$ cat src/fsmc_pkg.sv
`timescale 1ns / 1ps

package fsmc_pkg;

	// configuration register indexes
	localparam logic [2:0] CFG_BYTE_COUNT       = 3'd0;
	localparam logic [2:0] CFG_FRAME_WIDTH      = 3'd1;
	localparam logic [2:0] CFG_FRAME_HEIGHT     = 3'd2;
	localparam logic [2:0] CFG_CHANNEL_COUNT    = 3'd3;
	localparam logic [2:0] CFG_CONFIDENCE_FLOOR = 3'd4;

	// modality classes
	localparam logic [2:0] CLS_CT       = 3'd0;
	localparam logic [2:0] CLS_MR       = 3'd1;
	localparam logic [2:0] CLS_DX       = 3'd2;
	localparam logic [2:0] CLS_US       = 3'd3;
	localparam logic [2:0] CLS_ES       = 3'd4;
	localparam logic [2:0] CLS_SM       = 3'd5;
	localparam logic [2:0] CLS_SURGICAL = 3'd6;

	// confidence levels in hundredths
	localparam logic [6:0] CONF_HIGH = 7'd76;
	localparam logic [6:0] CONF_MID  = 7'd68;
	localparam logic [6:0] CONF_LOW  = 7'd62;

	// decision thresholds
	localparam logic [12:0] K_CT_VAR   = 13'd4800;
	localparam logic [12:0] K_CT_MEAN  = 13'd120;
	localparam logic [12:0] K_DX_VAR   = 13'd2400;
	localparam logic [12:0] K_US_MEAN  = 13'd175;
	localparam logic [12:0] K_US_VAR   = 13'd900;
	localparam logic [12:0] K_HI_VAR   = 13'd4500;
	localparam logic [12:0] K_LO_VAR   = 13'd500;
	localparam logic [12:0] K_SAT_HI   = 13'd32;
	localparam logic [12:0] K_SAT_LO   = 13'd18;
	localparam logic [23:0] LARGE_PIXELS = 24'(3840 * 2160);

	localparam logic [2:0] COLOR_MIN_CHANNELS = 3'd3;

	typedef enum logic [2:0] {
		ST_IDLE,
		ST_DIV,
		ST_SQ,
		ST_SP,
		ST_SPW,
		ST_DEC_ISSUE,
		ST_DEC_WB,
		ST_DONE
	} state_t;

	typedef enum logic [3:0] {
		DS_N2,
		DS_NQ,
		DS_D,
		DS_CT_VAR,
		DS_CT_MEAN,
		DS_DX_VAR,
		DS_US_MEAN,
		DS_US_VAR,
		DS_HI_VAR,
		DS_LO_VAR,
		DS_SAT_HI,
		DS_SAT_LO,
		DS_LARGE
	} dec_step_t;

	typedef struct packed {
		logic ct_var;
		logic ct_mean;
		logic dx_var;
		logic us_mean;
		logic us_var;
		logic hi_var;
		logic lo_var;
		logic sat_hi;
		logic sat_lo;
		logic big_frame;
	} flags_t;

	function automatic logic [7:0] rgb_spread(input logic [7:0] r, input logic [7:0] g,
		input logic [7:0] b);
		logic [7:0] hi;
		logic [7:0] lo;
		hi = r;
		lo = r;
		if (g > hi) hi = g;
		if (g < lo) lo = g;
		if (b > hi) hi = b;
		if (b < lo) lo = b;
		return hi - lo;
	endfunction

endpackage

$ cat src/frame_stats_modality_classifier.sv
`timescale 1ns / 1ps
// each byte: accepted while idle, then square and spread accumulation
// through the shared multiply-accumulate unit; no new byte is taken until that is through
// last byte of a frame: decision steps on the same unit follow, then done
// writes of channel_count of three or more run the divider
// reset clears the frame counters and accumulators and loads register defaults; results cannot be stalled

module frame_stats_modality_classifier
	import fsmc_pkg::*;
#(
	parameter int SAMPLE_TARGET = 4096
) (
	input  logic        clk,
	input  logic        arst_n,
	input  logic        start,
	output logic        busy,
	input  logic [7:0]  pixel_byte,
	output logic        done,
	output logic [2:0]  modality_class,
	output logic [6:0]  confidence,
	output logic [13:0] samples_taken,
	input  logic        cfg_valid,
	output logic        cfg_ready,
	input  logic [2:0]  cfg_index,
	input  logic [30:0] cfg_data
);

	localparam int N_W    = $clog2(2 * SAMPLE_TARGET) + 1;
	localparam int S_W    = N_W + 8;
	localparam int Q_W    = N_W + 16;
	localparam int A_W    = 2 * N_W;
	localparam int B_W    = N_W + 16;
	localparam int ACC_W  = 2 * N_W + 18;
	localparam int STEP_W = 32 - $clog2(SAMPLE_TARGET);
	localparam int DVS_W  = 3;
	localparam int REC_SH = 31 + $clog2(SAMPLE_TARGET);
	localparam logic [31:0] REC_M =
		32'(((64'd1 << REC_SH) + 64'(SAMPLE_TARGET - 1)) / 64'(SAMPLE_TARGET));

	state_t state_q, state_d;

	logic [30:0] byte_count_q;
	logic [14:0] frame_width_q;
	logic [14:0] frame_height_q;
	logic [2:0]  channel_count_q;
	logic [6:0]  confidence_floor_q;

	logic [30:0]       pos_q;
	logic [STEP_W-1:0] step_q;
	logic [STEP_W-1:0] phase_q;
	logic [N_W-1:0]    n_q;
	logic [S_W-1:0]    s_q;
	logic [Q_W-1:0]    q_q;
	logic [S_W-1:0]    sp_q;
	logic [7:0]        rgb_q [3];
	logic [1:0]        pend_q;
	logic [2:0]        off_q;
	logic [7:0]        v_q;
	logic              sampled_q;
	logic [1:0]        mult_q;
	logic              end_q;
	dec_step_t         dec_step_q;
	logic [A_W-1:0]    n2_q;
	logic signed [ACC_W-1:0] d_q;
	flags_t            flags_q;

	logic                    mac_en;
	logic [A_W-1:0]          mac_a;
	logic [B_W-1:0]          mac_b;
	logic signed [ACC_W-1:0] mac_c;
	logic                    mac_sub;
	logic signed [ACC_W-1:0] acc;

	logic              div_start;
	logic [30:0]       div_dvd;
	logic [DVS_W-1:0]  div_dvs;
	logic              div_done;
	logic [DVS_W-1:0]  remainder;

	logic              cfg_fire;
	logic              needs_div;
	logic              accept;
	logic [30:0]       count_eff;
	logic [30:0]       cfg_count;
	logic [62:0]       step_prod;
	logic [STEP_W-1:0] step_new;
	logic [STEP_W-1:0] ph;
	logic              sampled;
	logic [STEP_W:0]   ph_inc;
	logic              is_color;
	logic [1:0]        pend_new;
	logic [3:0]        off_inc;
	logic              acc_pos;
	logic              acc_neg;
	logic [2:0]        cls;
	logic [6:0]        conf_raw;
	logic [31:0]       n_wide;

	fsmc_mac #(
		.A_W  (A_W),
		.B_W  (B_W),
		.ACC_W(ACC_W)
	) u_mac (
		.clk(clk),
		.en (mac_en),
		.a  (mac_a),
		.b  (mac_b),
		.c  (mac_c),
		.sub(mac_sub),
		.acc(acc)
	);

	fsmc_div #(
		.DVD_W(31),
		.DVS_W(DVS_W)
	) u_div (
		.clk      (clk),
		.arst_n   (arst_n),
		.start    (div_start),
		.dividend (div_dvd),
		.divisor  (div_dvs),
		.done     (div_done),
		.remainder(remainder)
	);

	assign cfg_fire  = cfg_valid && cfg_ready;
	assign needs_div = (cfg_index == CFG_CHANNEL_COUNT) &&
		(cfg_data[2:0] >= COLOR_MIN_CHANNELS);
	assign accept    = start && !busy;

	// sampling step by reciprocal multiplication
	assign cfg_count = (cfg_data == '0) ? 31'd1 : cfg_data;
	assign step_prod = 63'(cfg_count) * 63'(REC_M);
	assign step_new  = step_prod[62:REC_SH];

	assign count_eff = (byte_count_q == '0) ? 31'd1 : byte_count_q;
	assign ph        = (phase_q >= step_q) ? '0 : phase_q;
	assign sampled   = (ph == '0);
	assign ph_inc    = {1'b0, ph} + (STEP_W + 1)'(1);
	assign is_color  = channel_count_q >= COLOR_MIN_CHANNELS;
	assign pend_new  = ((off_q == 3'd0) ? 2'd0 : pend_q) + {1'b0, sampled};
	assign off_inc   = {1'b0, off_q} + 4'd1;
	assign acc_pos   = !acc[ACC_W-1] && (acc != '0);
	assign acc_neg   = acc[ACC_W-1];

	// next state
	always_comb begin
		state_d = state_q;
		case (state_q)
			ST_IDLE: begin
				if (cfg_fire && needs_div) state_d = ST_DIV;
				else if (start) state_d = ST_SQ;
			end
			ST_DIV: begin
				if (div_done) state_d = ST_IDLE;
			end
			ST_SQ:        state_d = ST_SP;
			ST_SP:        state_d = ST_SPW;
			ST_SPW:       state_d = end_q ? ST_DEC_ISSUE : ST_IDLE;
			ST_DEC_ISSUE: state_d = ST_DEC_WB;
			ST_DEC_WB:    state_d = (dec_step_q == DS_LARGE) ? ST_DONE : ST_DEC_ISSUE;
			ST_DONE:      state_d = ST_IDLE;
			default:      state_d = ST_IDLE;
		endcase
	end

	// outputs and unit operands
	always_comb begin
		busy      = state_q != ST_IDLE;
		cfg_ready = (state_q == ST_IDLE) && !start;
		done      = state_q == ST_DONE;
		div_start = cfg_fire && needs_div;
		div_dvd   = pos_q;
		div_dvs   = cfg_data[2:0];
		mac_en    = 1'b0;
		mac_a     = '0;
		mac_b     = '0;
		mac_c     = '0;
		mac_sub   = 1'b0;
		case (state_q)
			ST_SQ: begin
				mac_en = 1'b1;
				mac_a  = A_W'(v_q);
				mac_b  = sampled_q ? B_W'(v_q) : '0;
				mac_c  = ACC_W'(q_q);
			end
			ST_SP: begin
				mac_en = 1'b1;
				mac_a  = A_W'(rgb_spread(rgb_q[0], rgb_q[1], rgb_q[2]));
				mac_b  = B_W'(mult_q);
				mac_c  = ACC_W'(sp_q);
			end
			ST_DEC_ISSUE: begin
				mac_en  = 1'b1;
				mac_sub = 1'b1;
				case (dec_step_q)
					DS_N2: begin
						mac_a = A_W'(n_q); mac_b = B_W'(n_q); mac_sub = 1'b0;
					end
					DS_NQ: begin
						mac_a = A_W'(n_q); mac_b = B_W'(q_q); mac_sub = 1'b0;
					end
					DS_D: begin
						mac_a = A_W'(s_q); mac_b = B_W'(s_q); mac_c = d_q;
					end
					DS_CT_VAR: begin
						mac_a = n2_q; mac_b = B_W'(K_CT_VAR); mac_c = d_q;
					end
					DS_CT_MEAN: begin
						mac_a = A_W'(n_q); mac_b = B_W'(K_CT_MEAN); mac_c = ACC_W'(s_q);
					end
					DS_DX_VAR: begin
						mac_a = n2_q; mac_b = B_W'(K_DX_VAR); mac_c = d_q;
					end
					DS_US_MEAN: begin
						mac_a = A_W'(n_q); mac_b = B_W'(K_US_MEAN); mac_c = ACC_W'(s_q);
					end
					DS_US_VAR: begin
						mac_a = n2_q; mac_b = B_W'(K_US_VAR); mac_c = d_q;
					end
					DS_HI_VAR: begin
						mac_a = n2_q; mac_b = B_W'(K_HI_VAR); mac_c = d_q;
					end
					DS_LO_VAR: begin
						mac_a = n2_q; mac_b = B_W'(K_LO_VAR); mac_c = d_q;
					end
					DS_SAT_HI: begin
						mac_a = A_W'(n_q); mac_b = B_W'(K_SAT_HI); mac_c = ACC_W'(sp_q);
					end
					DS_SAT_LO: begin
						mac_a = A_W'(n_q); mac_b = B_W'(K_SAT_LO); mac_c = ACC_W'(sp_q);
					end
					DS_LARGE: begin
						mac_a = A_W'(frame_width_q);
						mac_b = B_W'(frame_height_q);
						mac_c = ACC_W'(LARGE_PIXELS);
					end
					default: begin
						mac_en = 1'b0;
					end
				endcase
			end
			default: begin
			end
		endcase
	end

	always_ff @(posedge clk or negedge arst_n) begin
		if (!arst_n) begin
			state_q            <= ST_IDLE;
			byte_count_q       <= 31'd1;
			frame_width_q      <= 15'd1;
			frame_height_q     <= 15'd1;
			channel_count_q    <= 3'd1;
			confidence_floor_q <= 7'd10;
			pos_q              <= '0;
			step_q             <= STEP_W'(1);
			phase_q            <= '0;
			n_q                <= '0;
			s_q                <= '0;
			q_q                <= '0;
			sp_q               <= '0;
			rgb_q              <= '{default: 8'd0};
			pend_q             <= '0;
			off_q              <= '0;
			end_q              <= 1'b0;
			dec_step_q         <= DS_N2;
		end else begin
			state_q <= state_d;

			if (cfg_fire) begin
				case (cfg_index)
					CFG_BYTE_COUNT: begin
						byte_count_q <= cfg_data;
						step_q       <= (step_new == '0) ? STEP_W'(1) : step_new;
					end
					CFG_FRAME_WIDTH:      frame_width_q      <= cfg_data[14:0];
					CFG_FRAME_HEIGHT:     frame_height_q     <= cfg_data[14:0];
					CFG_CHANNEL_COUNT:    channel_count_q    <= cfg_data[2:0];
					CFG_CONFIDENCE_FLOOR: confidence_floor_q <= cfg_data[6:0];
					default: begin
					end
				endcase
			end

			if (state_q == ST_DIV && div_done) begin
				off_q <= remainder;
			end

			if (accept) begin
				phase_q <= (ph_inc >= {1'b0, step_q}) ? '0 : ph_inc[STEP_W-1:0];
				if (sampled) begin
					n_q <= n_q + N_W'(1);
					s_q <= s_q + S_W'(pixel_byte);
				end
				pos_q <= pos_q + 31'd1;
				end_q <= (32'(pos_q) + 32'd1) >= 32'(count_eff);
				if (is_color) begin
					off_q <= (off_inc >= {1'b0, channel_count_q}) ? 3'd0 : off_inc[2:0];
					if (off_q < 3'd3) begin
						rgb_q[off_q[1:0]] <= pixel_byte;
						pend_q <= (off_q == 3'd2) ? 2'd0 : pend_new;
					end
				end
			end

			if (state_q == ST_SP) q_q <= acc[Q_W-1:0];
			if (state_q == ST_SPW) begin
				sp_q       <= acc[S_W-1:0];
				dec_step_q <= DS_N2;
			end
			if (state_q == ST_DEC_WB && dec_step_q != DS_LARGE) begin
				dec_step_q <= dec_step_t'(dec_step_q + 4'd1);
			end

			if (state_q == ST_DONE) begin
				pos_q   <= '0;
				phase_q <= '0;
				n_q     <= '0;
				s_q     <= '0;
				q_q     <= '0;
				sp_q    <= '0;
				rgb_q   <= '{default: 8'd0};
				pend_q  <= '0;
				off_q   <= '0;
				end_q   <= 1'b0;
			end
		end
	end

	// per-transaction payload and decision step results
	always_ff @(posedge clk) begin
		if (accept) begin
			v_q       <= pixel_byte;
			sampled_q <= sampled;
			if (!is_color) mult_q <= 2'd0;
			else if (off_q == 3'd2) mult_q <= pend_new;
			else if (off_q >= 3'd3) mult_q <= {1'b0, sampled};
			else mult_q <= 2'd0;
		end
		if (state_q == ST_DEC_WB) begin
			case (dec_step_q)
				DS_N2:      n2_q              <= acc[A_W-1:0];
				DS_NQ:      d_q               <= acc;
				DS_D:       d_q               <= acc;
				DS_CT_VAR:  flags_q.ct_var    <= acc_pos;
				DS_CT_MEAN: flags_q.ct_mean   <= acc_neg;
				DS_DX_VAR:  flags_q.dx_var    <= acc_pos;
				DS_US_MEAN: flags_q.us_mean   <= acc_pos;
				DS_US_VAR:  flags_q.us_var    <= acc_neg;
				DS_HI_VAR:  flags_q.hi_var    <= acc_pos;
				DS_LO_VAR:  flags_q.lo_var    <= acc_neg;
				DS_SAT_HI:  flags_q.sat_hi    <= acc_pos;
				DS_SAT_LO:  flags_q.sat_lo    <= acc_pos;
				DS_LARGE:   flags_q.big_frame <= acc_neg;
				default: begin
				end
			endcase
		end
	end

	// result decode
	always_comb begin
		if (is_color) begin
			if (flags_q.sat_hi) cls = flags_q.big_frame ? CLS_SM : CLS_ES;
			else if (flags_q.sat_lo) cls = CLS_US;
			else cls = CLS_SURGICAL;
		end else begin
			if (flags_q.ct_var && flags_q.ct_mean) cls = CLS_CT;
			else if (flags_q.dx_var) cls = CLS_DX;
			else if (flags_q.us_mean && flags_q.us_var) cls = CLS_US;
			else cls = CLS_MR;
		end
		if (flags_q.hi_var) conf_raw = CONF_HIGH;
		else if (flags_q.lo_var) conf_raw = CONF_LOW;
		else conf_raw = CONF_MID;
	end

	assign n_wide         = 32'(n_q);
	assign modality_class = cls;
	assign confidence     = (conf_raw < confidence_floor_q) ? confidence_floor_q : conf_raw;
	assign samples_taken  = n_wide[13:0];

endmodule

$ cat src/fsmc_mac.sv
`timescale 1ns / 1ps

module fsmc_mac #(
	parameter int A_W   = 28,
	parameter int B_W   = 30,
	parameter int ACC_W = 46
) (
	input  logic                    clk,
	input  logic                    en,
	input  logic [A_W-1:0]          a,
	input  logic [B_W-1:0]          b,
	input  logic signed [ACC_W-1:0] c,
	input  logic                    sub,
	output logic signed [ACC_W-1:0] acc
);

	logic [A_W+B_W-1:0]      prod;
	logic signed [ACC_W-1:0] prod_t;
	logic signed [ACC_W-1:0] acc_q;

	assign prod   = A_W'(a) * B_W'(b);
	assign prod_t = $signed(ACC_W'(prod));

	always_ff @(posedge clk) begin
		if (en) begin
			acc_q <= sub ? (c - prod_t) : (c + prod_t);
		end
	end

	assign acc = acc_q;

endmodule

$ cat src/fsmc_div.sv
`timescale 1ns / 1ps

module fsmc_div #(
	parameter int DVD_W = 31,
	parameter int DVS_W = 3
) (
	input  logic             clk,
	input  logic             arst_n,
	input  logic             start,
	input  logic [DVD_W-1:0] dividend,
	input  logic [DVS_W-1:0] divisor,
	output logic             done,
	output logic [DVS_W-1:0] remainder
);

	localparam int CNT_W = $clog2(DVD_W + 1);

	logic             run_q;
	logic             done_q;
	logic [CNT_W-1:0] cnt_q;
	logic [DVD_W-1:0] dvd_q;
	logic [DVS_W-1:0] rem_q;
	logic [DVS_W-1:0] dvs_q;
	logic [DVS_W:0]   trial;
	logic             fits;

	assign trial = {rem_q, dvd_q[DVD_W-1]};
	assign fits  = trial >= {1'b0, dvs_q};

	always_ff @(posedge clk or negedge arst_n) begin
		if (!arst_n) begin
			run_q  <= 1'b0;
			done_q <= 1'b0;
			cnt_q  <= '0;
		end else begin
			done_q <= 1'b0;
			if (start) begin
				run_q <= 1'b1;
				cnt_q <= '0;
			end else if (run_q) begin
				cnt_q <= cnt_q + CNT_W'(1);
				if (cnt_q == CNT_W'(DVD_W - 1)) begin
					run_q  <= 1'b0;
					done_q <= 1'b1;
				end
			end
		end
	end

	always_ff @(posedge clk) begin
		if (start) begin
			dvd_q <= dividend;
			dvs_q <= divisor;
			rem_q <= '0;
		end else if (run_q) begin
			rem_q <= fits ? DVS_W'(trial - {1'b0, dvs_q}) : DVS_W'(trial);
			dvd_q <= {dvd_q[DVD_W-2:0], fits};
		end
	end

	assign done      = done_q;
	assign remainder = rem_q;

endmodule
$ cat config.mk
export PLATFORM = sky130hd
export DESIGN_NAME = frame_stats_modality_classifier
export DESIGN_NICKNAME = d
export VERILOG_FILES = /design/src/fsmc_pkg.sv /design/src/frame_stats_modality_classifier.sv /design/src/fsmc_mac.sv /design/src/fsmc_div.sv
export SDC_FILE = /design/constraint.sdc
export NUM_CORES = 2
export LEC_CHECK = 0
export BUFFER_PORTS_ARGS = -buffer_cell sky130_fd_sc_hd__buf_2
export CORE_MARGIN = 5
export CORE_UTILIZATION = 50
export CTS_BUF_LIST = sky130_fd_sc_hd__clkbuf_8
export DETAILED_ROUTE_END_ITERATION = 7
export GPL_TIMING_DRIVEN = 0
export PLACE_DENSITY = 0.76
export SYNTH_ARGS = -nofsm -noshare
export SYNTH_HDL_FRONTEND = slang
export SYNTH_SLANG_ARGS = --single-unit
export TNS_END_PERCENT = 10
$ cat constraint.sdc
create_clock -name clk -period 23.8 [get_ports clk]
set_input_delay 3.57 -clock clk [delete_from_list [all_inputs] [get_ports clk]]
set_output_delay 3.57 -clock clk [all_outputs]
set_load 0.005 [all_outputs]
== After elaboration in Yosys (flattened, before gate mapping) ==
Index checks and enable logic that the tools add are counted.
Word-level totals
  register bits: 452
  bits of input ports: 46
Cells by class
  bitwise operators: 1
  equality and inequality tests: 28
  muxes and demuxes: 90
  order comparisons: 16
  reduce and logical (&&, ||, !) cells: 61
  multipliers: 1
  add/subtract/negate cells: 13
Operators by type and width (number)
  case mux 30 bit (13 select lines): 1
  two-way mux 31 bit: 6
  case mux 46 bit (4 select lines): 1
  case mux 46 bit (3 select lines): 1
  case mux 28 bit (4 select lines): 1
  two-way mux 22 bit: 5
  two-way mux 24 bit: 4
  case mux 30 bit (3 select lines): 1
  case mux 28 bit (3 select lines): 1
  two-way mux 20 bit: 4
  two-way mux 8 bit: 10
  zero test 31 bit: 2
  two-way mux 30 bit: 2
  adder 46 bit: 1
  multiplier 28 x 30 -> 46 bit: 1
  two-way mux 46 bit: 1
  nonzero test 46 bit: 1
  subtractor 46 bit: 1
  two-way mux 14 bit: 3
  zero test 20 bit: 2
  two-way mux 3 bit: 13
  AND reduction 2 bit: 19
  adder 31 x 1 -> 32 bit, second input constant: 1
  greater-or-equal comparator 32 x 31 -> 1 bit: 1
  53 further kinds: 127

== Longest topological paths before layout ==
  depth after elaboration: 11
  gate-level depth with buffers: 74
  gate-level depth less buffers: 72

== By module ==
Synthesis repeated with hierarchy kept, for this count alone.
Second synthesis, totals
  cell total of the unflattened synthesis: 5654
  area total of the unflattened synthesis: 51951.1 um^2
By module, submodules not included
  fsmc_mac: cells each 3374, times used 1, area each 29359.4 um^2
  frame_stats_modality_classifier: cells each 2147, times used 1, area each 20587.2 um^2
  fsmc_div: cells each 133, times used 1, area each 2004.4 um^2

== Worst setup path before layout ==
Ideal clock, no wire load.
  path kind: reg2reg
  from: reg rgb_q[9] (netlist name)
  to: reg u_mac.acc_q[44], in the netlist u_mac.acc[44], data pin
  cell stages (with the launch flop): 69
  clock period less this slack: 14.632 ns
  path slack: 9.168 ns
  arrival: 14.375 ns
  path buffers: 7
  path through: dfrtp_1 ha_1 nor2b_1 o21a_1 o21a_1 o21bai_1 a21oi_1 clkbuf_1 a21oi_1 ha_1 o21a_1 o21ai_0 nand2b_1 a21oi_1 o21ai_0 o21ai_0 clkbuf_1 buf_1 [... 33 more ...] or3_1 buf_2 nor2_1 a21oi_1 xnor2_1 ha_1 clkbuf_1 a21o_1 a21o_1 a21oi_1 o21ai_0 a221oi_1 o21ai_0 o41ai_1 o21a_1 o21ai_0 a21oi_1 xnor2_1
On the way
  cells in the longest elaborated chain, start to end: 11
RTL lines
  start, declared: RTL line frame_stats_modality_classifier.sv:55  | logic [7:0] rgb_q [3];
  start signal, assigned by index: RTL line frame_stats_modality_classifier.sv:301  | rgb_q[off_q[1:0]] <= pixel_byte;
  greater-than comparator 8 bit or less-than comparator 8 bit (tied branches): RTL line fsmc_pkg.sv:86, fsmc_pkg.sv:87
  two-way mux 8 bit (on tied branches): RTL line fsmc_pkg.sv:86, fsmc_pkg.sv:87
  two-way mux 8 bit: RTL line frame_stats_modality_classifier.sv:180  | case (state_q)
  greater-than comparator 8 bit or less-than comparator 8 bit (tied branches): RTL line fsmc_pkg.sv:88, fsmc_pkg.sv:89
  two-way mux 8 bit (on tied branches): RTL line fsmc_pkg.sv:88, fsmc_pkg.sv:89
  two-way mux 8 bit: RTL line frame_stats_modality_classifier.sv:180
  subtractor 8 bit (*): RTL line fsmc_pkg.sv:90  | return hi - lo;
  case mux 28 bit (3 select lines) (*): RTL line frame_stats_modality_classifier.sv:180
  multiplier 28 x 30 -> 46 bit (*): RTL line fsmc_mac.sv:21  | assign prod = A_W'(a) * B_W'(b);
  adder 46 bit or subtractor 46 bit (tied branches): RTL line fsmc_mac.sv:26  | acc_q <= sub ? (c - prod_t) : (c + prod_t);
  two-way mux 46 bit (*): RTL line fsmc_mac.sv:26
  end signal, assigned: RTL line fsmc_mac.sv:26
  end, declared: RTL line fsmc_mac.sv:19  | logic signed [ACC_W-1:0] acc_q;
Every way passes the cells marked *; elsewhere a longest branch is shown, timed or not. The select of a mux whose other input is x is not followed.
A chain may end at the register's enable or synchronous reset.

== Worst setup path after layout ==
  from: reg rgb_q[17] (netlist name)
  to: reg u_mac.acc_q[44], in the netlist u_mac.acc[44], data pin
The elaborated chain is that of the path after synthesis.

==> results.ini <==
[status]
outcome = finished, final reports clean

[setup_path]
worst-setup-path-type = flop to flop
cp_common_cell = a21oi_1
startpoint = rgb_q[17]
arrival_ns = 18.15
crit_fanout = 10
worstReg2RegStart = rgb_q[17]
cp.required_ns = 24.21
cp_top_family = compound AO/OA/AOI/OAI gates
path_buf_inv = 13
endpoint_kind = flop
startpoint_type = flop
cpPeakStageDelay_ns = 0.67
crit_slowest_cell = clkbuf_1

[yosys]
ys_warn_count = 0
synth_edf_count = 175
synth_area_leader_cell = fa_1
syn_area_mm2 = 0.0510
synth_cell_types = 87
yosysSeqAreaShare_pct = 23.8
synthFlopType = dfrtp_1
netlist.area_leader.share_pct = 26.2
synth_area_per_cell_um2 = 9.04
syn_inst = 5635
syn_nets = 6682
synth_seq_cells = 451
synth.area.top_cells = fa_1, dfrtp_1, edfxtp_1
async_reset_ff_share_pct = 60.5

[power]
p_leak_uw = 0.0249
power.density_mw_per_mm2 = 142
p_switching_uw = 4030
peakVddDrop_v = 0.000272
p_seq_share_pct = 19.4
power_frac_clock_pct = 9.4
combinationalPowerShare_pct = 71.2
p_int_uw = 3780
p_sw_share_pct = 51.6

[finish]
design_area_mm2 = 0.0550
drive_above_1_share_pct = 5.62
layout_commonest_cell = inv_1
layout_common_cells = inv_1, nand2_1, fa_1
area_delta_synth_final_pct = 7.89
layout.nets = 6849

[timing]
slew_violations = 0
fin_skew_ns = 0.0759
layout_min_cycle_time_ns = 17.75
worstMarginPinSlew_ns = 1.44
maxSlewHeadroom_pct = 3.53
rsz0062_at_grt = no
fin_crit_sh_pct = 74.6
max_freq_mhz = 56.3
setup_viol = 0
hold_viol = 0
tns_ns = 0

[clocking]
cts_resized = 0
cts_setup_buffers = 0
cts_tree = done
clockBufferDepth = 3
h-tree-depth = 3
cts-buffers-inserted = 79
clock-sinks = 451
cts-hold-fix-buffers = 0
clkTransAtPathRegs_ns = 0.06
clk_latency_ns = 0.70
cts_root_buffer = clkbuf_8

[placed_design]
globalplace.congestion = 1.02
io_buffers = 72
placed_area_mm2 = 0.0533
dpl.hpwl_um = 140000

[die]
core_mm2 = 0.101
num_rows = 117
fp.dieH_um = 329
die_w_um = 329
start_util_pct = 50.2
die-area_mm2 = 0.108
io_pins = 73

[drt]
drtIter0Drc = 4692
vias = 42900
wl_per_cell_um = 24.2
via_per_inst = 5.93
drc_errors = 0
drt-total-wl_um = 175000
postRouteAntennaNets = 0
drtPass1Iterations = 7

[global_route]
antenna_found_initial = 10
grtUsageTotal_pct = 32.4
grt_first_pass_wirelength_um = 266000
grt_remaining_overflow = 0
grt_pass1_vias = 43300
grt_max_degree = 82

[run]
max-cap-violations = 0

[worst_hold_path]
worstHoldPathType = flop to flop
worstHoldStart = u_mac.acc[34]

stage by stage:
step	total power [µW]	cells	utilization, %	setup WS [ns]	hold WS, ns
floorplan	5420	5635	-	9.17	0.427
global placement	6750	7075	52.3	5.82	0.436
detailed placement	6900	7089	52.6	6.50	0.434
CTS	7680	7237	54.2	6.39	0.455
finish	7810	7243	54.2	6.05	0.452
global route	8410	7239	54.2	4.96	0.465
worst paths after layout:
kind,to,slack (ns),depth (start not counted)
worst max register to register,u_mac.acc[44],6.05,71
worst min register to register,d_q[34],0.45,0
min in group asynchronous,div_dvd[20],2.79,1
worst min-delay path,d_q[34],0.45,0
max in group asynchronous,confidence_floor_q[1],19.84,3
worst max-delay path,u_mac.acc[44],6.05,71
Yosys cell counts, types with 62 or more instances:
cell / count
inv_1: 870
nand2_1: 774
fa_1: 667
nor2_1: 499
ha_1: 334
dfrtp_1: 266
clkbuf_1: 250
o21ai_0: 224
a21oi_1: 217
edfxtp_1: 175
xnor2_1: 124
nand3_1: 111
xor2_1: 87
a22o_1: 74
mux2_2: 73
a21o_1: 70
a22oi_1: 64
and2_1: 62
sequential cells by signal (all words and copies together), names as in the netlist, 24 cells and up:
signal        flops
byte_count_q     31
d_q              46
div_dvd          31
n2_q             28
q_q              30
rgb_q            24
u_div.dvd_q      31
u_mac.acc        46
logic make-up (layout without fill, tap and decap cells):
| kind of cell | count (synthesis) | after routing | synth area share, % |
|---|---|---|---|
| muxes | 89 | 89 | 1.93 |
| adders and majority gates | 1001 | 1001 | 34.4 |
| other | 0 | 6 | 0 |
| AOI/OAI and AO/OA | 931 | 931 | 12.0 |
| xor gates and xnor gates | 212 | 212 | 3.67 |
| buffers and inverters | 1152 | 1386 | 8.51 |
| and+or+nand+nor | 1799 | 1799 | 15.6 |
| DFF | 451 | 451 | 23.8 |
power by group through the flow:
stage | Clock (µW) | Combinational [µW] | Sequential [µW]
after detailed placement | 0 | 5380 | 1510
after floorplan | 0 | 4010 | 1410
after global routing | 780 | 6090 | 1530
final | 735 | 5560 | 1520
after CTS | 739 | 5440 | 1500
after global placement | 0 | 5240 | 1510
final cells by class:
class / count / area [µm²]
diodes: 6 / 15.0
clock buffers: 94 / 1290
flip-flops and latches: 451 / 12200
well taps: 1368 / 1710
multi-input cells: 4032 / 34600
repair buffers: 86 / 579
fillers: 9093 / 46500
inverters: 872 / 3270
plain buffers: 280 / 1060
clock inverters: 54 / 334
per-layer routing:
layer | share of wire [%] | vias up | track usage, % | wire (µm)
li1 | - | 18700 | - | -
met1 | 40 | 21400 | 44.1 | 70300
met2 | 43 | 2358 | 49.1 | 75600
met3 | 11 | 494 | 8.26 | 19300
met4 | 5.6 | 12 | 15.2 | 9860
met5 | 0.046 | - | 0 | 81
Power figures use the tool's default switching activity.
